## src/biquad_pkg.sv

```systemverilog
`default_nettype none

package biquad_pkg;

   // field and datapath widths
   localparam int SAMPLE_BITS    = 16;
   localparam int COEF_FRAC_BITS = 16;
   localparam int COEF_BITS      = 20;
   localparam int DELAY_BITS     = 32;
   localparam int PROD_BITS      = COEF_BITS + DELAY_BITS;
   // three products plus the rounding half
   localparam int ACC_BITS       = PROD_BITS + 2;
   localparam int SCALED_BITS    = ACC_BITS - COEF_FRAC_BITS;
   localparam int WSUM_BITS      = SCALED_BITS + 1;

   // register file
   localparam int CSR_INDEX_BITS = 3;
   localparam logic [CSR_INDEX_BITS-1:0] CSR_COEF_B0 = CSR_INDEX_BITS'(0);
   localparam logic [CSR_INDEX_BITS-1:0] CSR_COEF_B1 = CSR_INDEX_BITS'(1);
   localparam logic [CSR_INDEX_BITS-1:0] CSR_COEF_B2 = CSR_INDEX_BITS'(2);
   localparam logic [CSR_INDEX_BITS-1:0] CSR_COEF_A1 = CSR_INDEX_BITS'(3);
   localparam logic [CSR_INDEX_BITS-1:0] CSR_COEF_A2 = CSR_INDEX_BITS'(4);

   typedef enum logic [3:0] {
      ST_IDLE,
      ST_FB_MUL1,
      ST_FB_MUL2,
      ST_FB_ADD,
      ST_FB_W,
      ST_FF_MUL2,
      ST_FF_MUL0,
      ST_FF_ADD,
      ST_FF_OUT
   } state_type;

   typedef enum logic [2:0] {
      MUL_A1_W1,
      MUL_A2_W2,
      MUL_B1_W1,
      MUL_B2_W2,
      MUL_B0_W
   } mul_sel_type;

   typedef enum logic [1:0] {
      ACC_HOLD,
      ACC_LOAD,
      ACC_ADD
   } acc_op_type;

   typedef struct packed {
      logic        load_in;
      logic        mul_en;
      mul_sel_type mul_sel;
      acc_op_type  acc_op;
      logic        w_load;
      logic        out_write;
   } cmd_type;

   typedef struct packed {
      logic out_busy;
   } status_type;

endpackage

`default_nettype wire

```

## src/biquad_ctrl.sv

```systemverilog
`default_nettype none

module biquad_ctrl
   import biquad_pkg::*;
(
   input  wire logic       clock,
   input  wire logic       reset,
   input  wire logic       req_tvalid,
   output logic            req_tready,
   input  wire status_type status,
   output cmd_type         cmd
);

   state_type state_ff;
   state_type state_in;

   always_ff @(posedge clock) begin
      if (reset) begin
         state_ff <= ST_IDLE;
      end else begin
         state_ff <= state_in;
      end
   end

   always_comb begin
      state_in = state_ff;
      case (state_ff)
         ST_IDLE: begin
            if (req_tvalid) begin
               state_in = ST_FB_MUL1;
            end
         end
         ST_FB_MUL1: state_in = ST_FB_MUL2;
         ST_FB_MUL2: state_in = ST_FB_ADD;
         ST_FB_ADD:  state_in = ST_FB_W;
         ST_FB_W:    state_in = ST_FF_MUL2;
         ST_FF_MUL2: state_in = ST_FF_MUL0;
         ST_FF_MUL0: state_in = ST_FF_ADD;
         ST_FF_ADD:  state_in = ST_FF_OUT;
         ST_FF_OUT: begin
            if (!status.out_busy) begin
               state_in = ST_IDLE;
            end
         end
         default:    state_in = ST_IDLE;
      endcase
   end

   always_comb begin
      req_tready    = 1'b0;
      cmd           = '0;
      cmd.mul_sel   = MUL_A1_W1;
      cmd.acc_op    = ACC_HOLD;
      case (state_ff)
         ST_IDLE: begin
            req_tready  = 1'b1;
            cmd.load_in = req_tvalid;
         end
         ST_FB_MUL1: begin
            cmd.mul_en  = 1'b1;
            cmd.mul_sel = MUL_A1_W1;
         end
         ST_FB_MUL2: begin
            cmd.mul_en  = 1'b1;
            cmd.mul_sel = MUL_A2_W2;
            cmd.acc_op  = ACC_LOAD;
         end
         ST_FB_ADD: begin
            cmd.acc_op  = ACC_ADD;
         end
         ST_FB_W: begin
            cmd.w_load  = 1'b1;
            cmd.mul_en  = 1'b1;
            cmd.mul_sel = MUL_B1_W1;
         end
         ST_FF_MUL2: begin
            cmd.mul_en  = 1'b1;
            cmd.mul_sel = MUL_B2_W2;
            cmd.acc_op  = ACC_LOAD;
         end
         ST_FF_MUL0: begin
            cmd.mul_en  = 1'b1;
            cmd.mul_sel = MUL_B0_W;
            cmd.acc_op  = ACC_ADD;
         end
         ST_FF_ADD: begin
            cmd.acc_op  = ACC_ADD;
         end
         ST_FF_OUT: begin
            cmd.out_write = !status.out_busy;
         end
         default: begin
            req_tready = 1'b0;
         end
      endcase
   end

`ifndef SYNTHESIS
   a_out_not_busy: assert property (@(posedge clock) disable iff (reset)
      cmd.out_write |-> !status.out_busy)
      else $error("result written over a pending result");

   a_start_after_accept: assert property (@(posedge clock) disable iff (reset)
      (state_ff == ST_FB_MUL1) |-> $past(cmd.load_in))
      else $error("sequence started without an accepted transaction");
`endif

endmodule

`default_nettype wire

```

## src/biquad_dp.sv

```systemverilog
`default_nettype none

module biquad_dp
   import biquad_pkg::*;
(
   input  wire logic                      clock,
   input  wire logic                      reset,
   input  wire cmd_type                   cmd,
   output status_type                     status,
   input  wire logic [SAMPLE_BITS-1:0]    req_tdata,
   input  wire logic                      req_tuser,
   input  wire logic                      csr_we,
   input  wire logic [CSR_INDEX_BITS-1:0] csr_index,
   input  wire logic [COEF_BITS-1:0]      csr_wdata,
   output logic                           rsp_tvalid,
   input  wire logic                      rsp_tready,
   output logic [SAMPLE_BITS-1:0]         rsp_tdata,
   output logic                           rsp_tuser
);

   localparam logic signed [COEF_BITS-1:0] COEF_ONE = COEF_BITS'(1 << COEF_FRAC_BITS);
   localparam logic signed [ACC_BITS-1:0] ROUND_HALF = ACC_BITS'(1 << (COEF_FRAC_BITS - 1));
   localparam logic signed [WSUM_BITS-1:0] W_MAX =
      {{(WSUM_BITS-DELAY_BITS+1){1'b0}}, {(DELAY_BITS-1){1'b1}}};
   localparam logic signed [WSUM_BITS-1:0] W_MIN =
      {{(WSUM_BITS-DELAY_BITS+1){1'b1}}, {(DELAY_BITS-1){1'b0}}};
   localparam logic signed [SCALED_BITS-1:0] Y_MAX =
      {{(SCALED_BITS-SAMPLE_BITS+1){1'b0}}, {(SAMPLE_BITS-1){1'b1}}};
   localparam logic signed [SCALED_BITS-1:0] Y_MIN =
      {{(SCALED_BITS-SAMPLE_BITS+1){1'b1}}, {(SAMPLE_BITS-1){1'b0}}};

   logic signed [COEF_BITS-1:0]   coef_b0_ff, coef_b1_ff, coef_b2_ff;
   logic signed [COEF_BITS-1:0]   coef_a1_ff, coef_a2_ff;
   logic signed [DELAY_BITS-1:0]  delay_one_ff, delay_two_ff;
   logic signed [DELAY_BITS-1:0]  w_ff;
   logic signed [SAMPLE_BITS-1:0] x_ff;
   logic                          clip_ff;
   logic signed [PROD_BITS-1:0]   prod_ff;
   logic signed [ACC_BITS-1:0]    acc_ff;
   logic                          rsp_valid_ff;
   logic [SAMPLE_BITS-1:0]        rsp_data_ff;
   logic                          rsp_clip_ff;

   logic signed [COEF_BITS-1:0]   mul_coef;
   logic signed [DELAY_BITS-1:0]  mul_val;
   logic signed [ACC_BITS-1:0]    prod_ext;
   logic signed [ACC_BITS-1:0]    acc_in;
   logic signed [SCALED_BITS-1:0] scaled;
   logic signed [WSUM_BITS-1:0]   wsum;
   logic signed [DELAY_BITS-1:0]  w_sat;
   logic                          w_clip;
   logic signed [SAMPLE_BITS-1:0] y_sat;
   logic                          y_clip;

   // coefficient registers
   always_ff @(posedge clock) begin
      if (reset) begin
         coef_b0_ff <= COEF_ONE;
         coef_b1_ff <= '0;
         coef_b2_ff <= '0;
         coef_a1_ff <= '0;
         coef_a2_ff <= '0;
      end else if (csr_we) begin
         case (csr_index)
            CSR_COEF_B0: coef_b0_ff <= csr_wdata;
            CSR_COEF_B1: coef_b1_ff <= csr_wdata;
            CSR_COEF_B2: coef_b2_ff <= csr_wdata;
            CSR_COEF_A1: coef_a1_ff <= csr_wdata;
            CSR_COEF_A2: coef_a2_ff <= csr_wdata;
            default: ;
         endcase
      end
   end

   // shared multiplier operand select
   always_comb begin
      case (cmd.mul_sel)
         MUL_A1_W1: begin mul_coef = coef_a1_ff; mul_val = delay_one_ff; end
         MUL_A2_W2: begin mul_coef = coef_a2_ff; mul_val = delay_two_ff; end
         MUL_B1_W1: begin mul_coef = coef_b1_ff; mul_val = delay_one_ff; end
         MUL_B2_W2: begin mul_coef = coef_b2_ff; mul_val = delay_two_ff; end
         MUL_B0_W:  begin mul_coef = coef_b0_ff; mul_val = w_ff;         end
         default:   begin mul_coef = '0;         mul_val = '0;           end
      endcase
   end

   always_ff @(posedge clock) begin
      if (cmd.mul_en) begin
         prod_ff <= mul_coef * mul_val;
      end
   end

   assign prod_ext = {{(ACC_BITS-PROD_BITS){prod_ff[PROD_BITS-1]}}, prod_ff};

   // rounding half folded in on load so the scale is a plain floor shift
   always_comb begin
      case (cmd.acc_op)
         ACC_LOAD: acc_in = prod_ext + ROUND_HALF;
         ACC_ADD:  acc_in = acc_ff + prod_ext;
         default:  acc_in = acc_ff;
      endcase
   end

   always_ff @(posedge clock) begin
      acc_ff <= acc_in;
   end

   assign scaled = acc_ff[ACC_BITS-1:COEF_FRAC_BITS];
   assign wsum   = {{(WSUM_BITS-SAMPLE_BITS){x_ff[SAMPLE_BITS-1]}}, x_ff}
                 - {scaled[SCALED_BITS-1], scaled};

   always_comb begin
      w_clip = 1'b0;
      if (wsum > W_MAX) begin
         w_sat  = W_MAX[DELAY_BITS-1:0];
         w_clip = 1'b1;
      end else if (wsum < W_MIN) begin
         w_sat  = W_MIN[DELAY_BITS-1:0];
         w_clip = 1'b1;
      end else begin
         w_sat  = wsum[DELAY_BITS-1:0];
      end
   end

   always_comb begin
      y_clip = 1'b0;
      if (scaled > Y_MAX) begin
         y_sat  = Y_MAX[SAMPLE_BITS-1:0];
         y_clip = 1'b1;
      end else if (scaled < Y_MIN) begin
         y_sat  = Y_MIN[SAMPLE_BITS-1:0];
         y_clip = 1'b1;
      end else begin
         y_sat  = scaled[SAMPLE_BITS-1:0];
      end
   end

   always_ff @(posedge clock) begin
      if (cmd.load_in) begin
         x_ff <= req_tdata;
      end
      if (cmd.w_load) begin
         w_ff    <= w_sat;
         clip_ff <= w_clip;
      end
   end

   // delay line
   always_ff @(posedge clock) begin
      if (reset) begin
         delay_one_ff <= '0;
         delay_two_ff <= '0;
      end else if (cmd.load_in && req_tuser) begin
         delay_one_ff <= '0;
         delay_two_ff <= '0;
      end else if (cmd.out_write) begin
         delay_two_ff <= delay_one_ff;
         delay_one_ff <= w_ff;
      end
   end

   // output register
   always_ff @(posedge clock) begin
      if (reset) begin
         rsp_valid_ff <= 1'b0;
      end else if (cmd.out_write) begin
         rsp_valid_ff <= 1'b1;
      end else if (rsp_tready) begin
         rsp_valid_ff <= 1'b0;
      end
   end

   always_ff @(posedge clock) begin
      if (cmd.out_write) begin
         rsp_data_ff <= y_sat;
         rsp_clip_ff <= clip_ff | y_clip;
      end
   end

   assign rsp_tvalid      = rsp_valid_ff;
   assign rsp_tdata       = rsp_data_ff;
   assign rsp_tuser       = rsp_clip_ff;
   assign status.out_busy = rsp_valid_ff && !rsp_tready;

`ifndef SYNTHESIS
   a_write_shows_valid: assert property (@(posedge clock) disable iff (reset)
      cmd.out_write |=> rsp_tvalid)
      else $error("written result not presented");

   a_restart_clears: assert property (@(posedge clock) disable iff (reset)
      (cmd.load_in && req_tuser) |=> (delay_one_ff == '0) && (delay_two_ff == '0))
      else $error("restart did not clear the delay line");
`endif

endmodule

`default_nettype wire

```

## src/biquad_iir_filter.sv

```systemverilog
// states: FB_MUL1, FB_MUL2, FB_ADD, FB_W, FF_MUL2, FF_MUL0, FF_ADD, FF_OUT, then
// the registered rsp_tvalid; FF_OUT waits while rsp is stalled, and a new sample
// is taken only in IDLE; all five products share one 20x32 multiplier,
// feedback first, then feedforward; reset: synchronous, active high; coefficients
// return to b0 = 1.0, others 0; the delay line clears and no result is pending
`default_nettype none

module biquad_iir_filter
   import biquad_pkg::*;
(
   input  wire logic                      clock,
   input  wire logic                      reset,
   // input samples
   input  wire logic                      req_tvalid,
   output logic                           req_tready,
   input  wire logic [SAMPLE_BITS-1:0]    req_tdata,   // sample_in
   input  wire logic                      req_tuser,   // restart
   // filtered samples
   output logic                           rsp_tvalid,
   input  wire logic                      rsp_tready,
   output logic [SAMPLE_BITS-1:0]         rsp_tdata,   // sample_out
   output logic                           rsp_tuser,   // clipped
   // coefficient writes: 0 b0, 1 b1, 2 b2, 3 a1, 4 a2, others ignored
   input  wire logic                      csr_we,
   input  wire logic [CSR_INDEX_BITS-1:0] csr_index,
   input  wire logic [COEF_BITS-1:0]      csr_wdata
);

   // controller drives the multiply/accumulate sequence, datapath holds state
   cmd_type    cmd;
   status_type status;

   biquad_ctrl u_ctrl (
      .clock      (clock),
      .reset      (reset),
      .req_tvalid (req_tvalid),
      .req_tready (req_tready),
      .status     (status),
      .cmd        (cmd)
   );

   // feedback w = x - round(a1*w1 + a2*w2), saturated to 32 bits
   // feedforward y = round(b1*w1 + b2*w2 + b0*w), saturated to the sample range
   biquad_dp u_dp (
      .clock      (clock),
      .reset      (reset),
      .cmd        (cmd),
      .status     (status),
      .req_tdata  (req_tdata),
      .req_tuser  (req_tuser),
      .csr_we     (csr_we),
      .csr_index  (csr_index),
      .csr_wdata  (csr_wdata),
      .rsp_tvalid (rsp_tvalid),
      .rsp_tready (rsp_tready),
      .rsp_tdata  (rsp_tdata),
      .rsp_tuser  (rsp_tuser)
   );

endmodule

`default_nettype wire
```

## config.mk

```make
export PLATFORM = sky130hd
export DESIGN_NAME = biquad_iir_filter
export DESIGN_NICKNAME = d
export VERILOG_FILES = /design/src/biquad_pkg.sv /design/src/biquad_ctrl.sv /design/src/biquad_dp.sv /design/src/biquad_iir_filter.sv
export SDC_FILE = /design/constraint.sdc
export NUM_CORES = 2
export LEC_CHECK = 0
export ABC_AREA = 1
export BUFFER_PORTS_ARGS = -buffer_cell sky130_fd_sc_hd__buf_2
export CAP_MARGIN = 15
export CORE_MARGIN = 5
export CORE_UTILIZATION = 45
export CTS_BUF_LIST = sky130_fd_sc_hd__clkbuf_4 sky130_fd_sc_hd__clkbuf_8 sky130_fd_sc_hd__clkbuf_16
export DETAILED_ROUTE_END_ITERATION = 10
export PLACE_DENSITY = 0.71
export SYNTH_ARGS = -nofsm -noshare
export SYNTH_HDL_FRONTEND = slang
export SYNTH_SLANG_ARGS = --single-unit
```

## constraint.sdc

```tcl
create_clock -name clock -period 9.1 [get_ports clock]
set_input_delay 0.91 -clock clock [delete_from_list [all_inputs] [get_ports clock]]
set_output_delay 0.91 -clock clock [all_outputs]
set_load 0.02 [all_outputs]
```

# Word-level counts from Yosys, hierarchy flattened
# Index checks and enable logic that the tools add are counted.
# classes
order_cmp	4
n_eq_ne	20
mux	19
n_bitwise	1
add_sub_neg	3
reduce_logical	20
mul	1
# op_table
cell	count
case mux 54 bit (2 select lines)	1
case mux 20 bit (5 select lines)	1
case mux 32 bit (3 select lines)	1
adder 54 x 52 -> 54 bit	1
adder 52 x 17 -> 53 bit (second input constant)	1
multiplier 20 x 32 -> 52 bit	1
greater-than comparator 39 x 32 -> 1 bit (second input constant)	1
< comparator 39 x 32 -> 1 bit (second input constant)	1
subtractor 16 x 38 -> 39 bit	1
greater-than comparator 38 x 16 -> 1 bit (second input constant)	1
< comparator 38 x 16 -> 1 bit (second input constant)	1
case mux 4 bit (9 select lines)	1
two-way mux 32 bit	1
case mux 4 bit (5 select lines)	1
equality test 4 x 3 -> 1 bit (second input constant)	4
two-way mux 16 bit	1
equality test 3 x 2 -> 1 bit (second input constant)	4
AND reduction 2 bit	6
two-way mux 1 bit	9
equality test 4 x 2 -> 1 bit (second input constant)	2
two-way mux 4 bit	2
OR reduction 2 bit	4
equality test 3 x 1 -> 1 bit (second input constant)	2
equality test 3 bit (second input constant)	2
13 further kinds	18
# word_totals
register_bits	341
inputBits	45
elab_cells	84
out_inout_bits	19

# Logic depth before layout (Yosys ltp)
# depth
ltp_word	6
mapped_depth	41
mapped_depth_nobuf	38

# Cells and area by module
# A second synthesis with hierarchy kept.
# hier_totals
hier_cells	5742
hier_area_um2	43887.1
# modules_own_cells
module	n_inst	area_per_inst_um2	cells_each	seq_area_each_um2
biquad_dp	1	43600.6	5697	8468.1
biquad_ctrl	1	286.5	45	80.1

# Worst setup path after synthesis
# No wires, ideal clock.
# synth_path
path_type	reg-to-reg
start	reg u_ctrl.state_ff[0]
end	reg u_dp.prod_ff[51] (data pin)
required_time_ps	8838
synth_period_minus_slack_ps	7753
setup_ps	262
path_buffers	2
stages_incl_launch_ff	28
slack_ps	1347
arrival_time_ps	7491
cell_sequence	dfxtp_1 > nor2_1 > inv_2 > nor2_2 > buf_2 > nand2_1 > nand3_1 > a221oi_4 > buf_4 > nor2_1 > fa_1 > fa_1 > inv_1 > fa_1 > fa_1 > fa_1 > fa_1 > inv_1 > fa_1 > ha_1 > nand2_1 > nor2_1 > inv_1 > nor4_1 > nand3b_1 > nand3_1 > a21oi_1 > xor2_1
# synth_via
elab_chain_cells	6
word_cells_on_any_way	16
cone_classes	mul: 1; eq/ne: 9; mux: 3; reduce/logical: 3
# synth_rtl
element	line	rtl
start, declared	biquad_ctrl.sv:14	state_type state_ff;
start signal, assigned	biquad_ctrl.sv:21	state_ff <= state_in;
equality test 4 x 3 -> 1 bit (tied with other cells)	biquad_ctrl.sv:54	case (state_ff)
case mux 4 bit (5 select lines) *	biquad_ctrl.sv:54	
equality test 3 x 1 -> 1 bit (tied with other cells)	biquad_dp.sv:77	case (cmd.mul_sel)
OR reduction 2 bit (no line)	n/a	
case mux 32 bit (3 select lines)	biquad_dp.sv:77	
multiplier 20 x 32 -> 52 bit *	biquad_dp.sv:89	prod_ff <= mul_coef * mul_val;
end signal, assigned	biquad_dp.sv:89	
end, declared	biquad_dp.sv:38	logic signed [PROD_BITS-1:0] prod_ff;
# Every way passes the cells marked *; elsewhere a longest branch is shown, timed or not.
# A chain may end at the register's enable or synchronous reset.

# Final worst setup path
# layout_path
start	reg u_ctrl.state_ff[0]
end	reg u_dp.prod_ff[50] (data pin)
# Same word-level chain as after synthesis.

==> impl_metrics.env <==
export IMPL_status="finished clean"
export IMPL_clockPowerShare_pct=31.6
export IMPL_synth_seq_cells=341
export IMPL_relSlewSlack_pct=30.7
export IMPL_yosysWarningCount=0
export IMPL_syn_num_nets=6617
export IMPL_finalHoldViolations=0
export IMPL_ys_seq_area_share_pct=19.3
export IMPL_synth_area_top_cells="fa_1, edfxtp_1, inv_1"
export IMPL_syn_to_final_growth_pct=7.20
export IMPL_vias=37800
export IMPL_placeableCoreArea_mm2=0.0981
export IMPL_whs_ns=0.454
export IMPL_die_h_um=324
export IMPL_fill_cells=9683
export IMPL_ant_nets=0
export IMPL_yosysTopAreaCell="fa_1"
export IMPL_clock_sinks=341
export IMPL_power_per_cell_area_mw_per_mm2=114
export IMPL_grt_pass1_wl_um=226000
export IMPL_crit_path_max_incr_delay_ns=0.58
export IMPL_total_power_w=0.00542
export IMPL_critPathArrivalTime_ns=8.99
export IMPL_rsz0062_at_grt="no"
export IMPL_grt_usage_pct=28.0
export IMPL_overflow=0
export IMPL_worstSetupPathType="register to register"
export IMPL_setup_violations_final=0
export IMPL_vias_per_cell=5.36
export IMPL_io_buffer_count=63
export IMPL_die_area_mm2=0.105
export IMPL_path_common_cell="inv_1"
export IMPL_drive_gt1_share_pct=6.74
export IMPL_skew_ns=0.0478
export IMPL_max_cap_violations=0
export IMPL_drt_iter0_drc=3261
export IMPL_syn_inst=5710
export IMPL_cp_required_ns=9.40
export IMPL_power_frac_seq_pct=35.4
export IMPL_syn_avg_cell_area_um2=7.77
export IMPL_wl_um=146000
export IMPL_rows=115
export IMPL_cts_tree="yes"
export IMPL_worstMarginPinSlew_ns=1.03
export IMPL_hold_path_class="register to register"
export IMPL_mappedNetlistArea_mm2=0.0444
export IMPL_slew_violations=0
export IMPL_peakVddDrop_mv=0.113
export IMPL_numCtsBuffers=42
export IMPL_switching_share_pct=39.2
export IMPL_grt_antenna_before_repair=3
export IMPL_synth_top_area_share_pct=28.8
export IMPL_p_leak_nw=23.1
export IMPL_worst_path_max_fanout=15
export IMPL_hpwl_um=118000
export IMPL_h_tree_depth=2
export IMPL_grt_max_degree=102
export IMPL_wl_per_cell_um=20.7
export IMPL_switchingPower_w=0.00213
export IMPL_path_clk_slew_ns=0.06
export IMPL_setup_tns_ns=0
export IMPL_p_int_w=0.00330
export IMPL_cts_buffer_depth=3
export IMPL_die_w_um=324
export IMPL_layout_nets=6647
export IMPL_comb_power_share_pct=33.0
export IMPL_crit_slowest_cell="fa_1"
export IMPL_dr_pass1_iters=6
export IMPL_seqCellArea_mm2=0.00855
export IMPL_clk_latency_ns=0.59
export IMPL_drc_errors=0
export IMPL_multi_input_area_mm2=0.0302
export IMPL_period_minus_slack_ns=8.70
export IMPL_start_util_pct=45.2
export IMPL_first_global_vias=38600
export IMPL_end_kind="register"
export IMPL_max_freq_mhz=115
export IMPL_hold_buffers=0
export IMPL_gp_congestion=1.02
export IMPL_root_buffer="clkbuf_16"
export IMPL_period_share_pct=95.6
export IMPL_pin_count=64
export IMPL_ys_types=60
export IMPL_start_kind="register"
## repair_timing
| item | 4_1_cts | 5_1_grt |
|---|---|---|
| endpoints found under the hold margin | 0 | 0 |
| setup endpoints to repair | 0 | 15 |
| setup buffers | 0 | 0 |
| resized for setup | 0 | 3 |
## path summary, 6_finish.rpt
| check | start | to | slack [ns] | cells past startpoint |
|---|---|---|---|---|
| setup / recovery | u_ctrl.state_ff[0] | u_dp.prod_ff[50] | 0.40 | 31 |
| hold / removal | u_dp.coef_a2_ff[18] | u_dp.coef_a2_ff[18] | 0.45 | 2 |
| setup reg to reg | u_ctrl.state_ff[0] | u_dp.prod_ff[50] | 0.40 | 31 |
| hold reg to reg | u_dp.coef_a2_ff[18] | u_dp.coef_a2_ff[18] | 0.45 | 2 |
## metal layers
| layer | GRT usage (%) | share of wire (%) | up-vias |
|---|---|---|---|
| met2 | 45.2 | 45 | 1558 |
| met3 | 5.56 | 8.4 | 395 |
| met1 | 36.1 | 40 | 18400 |
| met5 | 0 | 0.027 | - |
| li1 | - | - | 17500 |
| met4 | 14.1 | 6.2 | 4 |
## placed cells by master (no fill, tap or decap), drive strengths merged, types with 6 or more instances in the layout
cell    count
a22oi      32
dfxtp     169
o21ai     252
ha        223
nand3     124
clkbuf     57
buf       158
a21o       24
nand4      37
nand2    1185
xor2       79
or2         7
clkinv     18
nor3       41
o21a       37
a21oi     235
inv      1253
a221oi      8
fa        639
o22ai       7
a31oi      43
o21bai     14
a21boi      6
nor2      801
edfxtp    172
a211oi     34
xnor2      56
nor4       32
## power groups by stage
stage | logic, W | registers [W] | clock network [W]
3_3_place_gp | 0.00174 | 0.00194 | 0
3_5_place_dp | 0.00174 | 0.00194 | 0
6_report | 0.00179 | 0.00192 | 0.00172
2_1_floorplan | 0.00122 | 0.00186 | 0
5_1_grt | 0.00196 | 0.00192 | 0.00182
4_1_cts | 0.00176 | 0.00191 | 0.00175
## synth_stat cells (all sizes together)
cell type     n
a41o          1
dfxtp       169
o21ai       252
nand3b        3
xor2         79
nor4         32
a31o          1
nor3b         1
nor3         41
a21o         24
ha          223
nand4        37
nand2b        1
buf         107
o311ai        1
a211oi       34
clkinv        8
o221ai        3
fa          639
o211ai        5
o41ai         2
mux2          1
a21oi       235
edfxtp      172
nand3       124
a21boi        6
o22ai         7
o21a         37
nand2      1185
mux2i         1
a221oi        8
inv        1248
clkbuf       66
and3          5
a22oi        32
nor2        800
xnor2        56
or2           7
o21bai       14
a31oi        43
## logic make-up (layout without fill, tap and decap cells)
| family | after synthesis | in the layout | share of synthesized area [%] |
|---|---|---|---|
| XOR/XNOR | 135 | 135 | 2.66 |
| adder cells (fa/ha/maj) | 862 | 862 | 35.1 |
| AO/OA/AOI/OAI | 705 | 705 | 9.46 |
| buffers and inverters | 1429 | 1489 | 12.7 |
| flip-flops | 341 | 341 | 19.3 |
| multiplexers | 2 | 2 | 0.0479 |
| other | 0 | 2 | 0 |
| AND/OR/NAND/NOR | 2236 | 2237 | 20.7 |
## sequential cells by signal, summed over array words and instances, names as in the netlist, 20 cells and up
| signal | flops |
|---|---|
| u_dp.acc_ff | 54 |
| u_dp.prod_ff | 52 |
| u_dp.delay_one_ff | 32 |
| u_dp.delay_two_ff | 32 |
| u_dp.w_ff | 32 |
| u_dp.coef_a1_ff | 20 |
| u_dp.coef_a2_ff | 20 |
| u_dp.coef_b0_ff | 20 |
| u_dp.coef_b1_ff | 20 |
| u_dp.coef_b2_ff | 20 |
## through the flow
stage / util (%) / cell area, um^2 / setup WS, ns / std cells
2_1_floorplan: - / 44400 / 1.35 / 5710
3_3_place_gp: 47.0 / 46100 / 0.266 / 6981
3_5_place_dp: 47.0 / 46100 / 0.254 / 6981
4_1_cts: 48.4 / 47500 / 0.198 / 7056
5_1_grt: 48.5 / 47600 / 0.0245 / 7058
6_report: 48.5 / 47600 / 0.403 / 7060
## critical path, delay by kind of cell (launching register included)
kind | cells | cell delay, ns
AOI/OAI and AO/OA | 3 | 0.43
adders and majority gates | 8 | 4.06
xor gates and xnor gates | 1 | 0.15
DFF | 1 | 0.36
and+or+nand+nor | 9 | 2.06
buffers and inverters | 10 | 1.34
## layout make-up
type                    instances  area share (%)
clock buffers                  57            2.61
diodes                          2          0.0105
flip-flops and latches        341            18.0
inverters                    1256            9.92
multi-input cells            3941            63.5
repair buffers                158            2.24
well taps                    1287            3.38
clock inverters                18           0.334
Note: power is estimated with default switching activity, not from simulation.
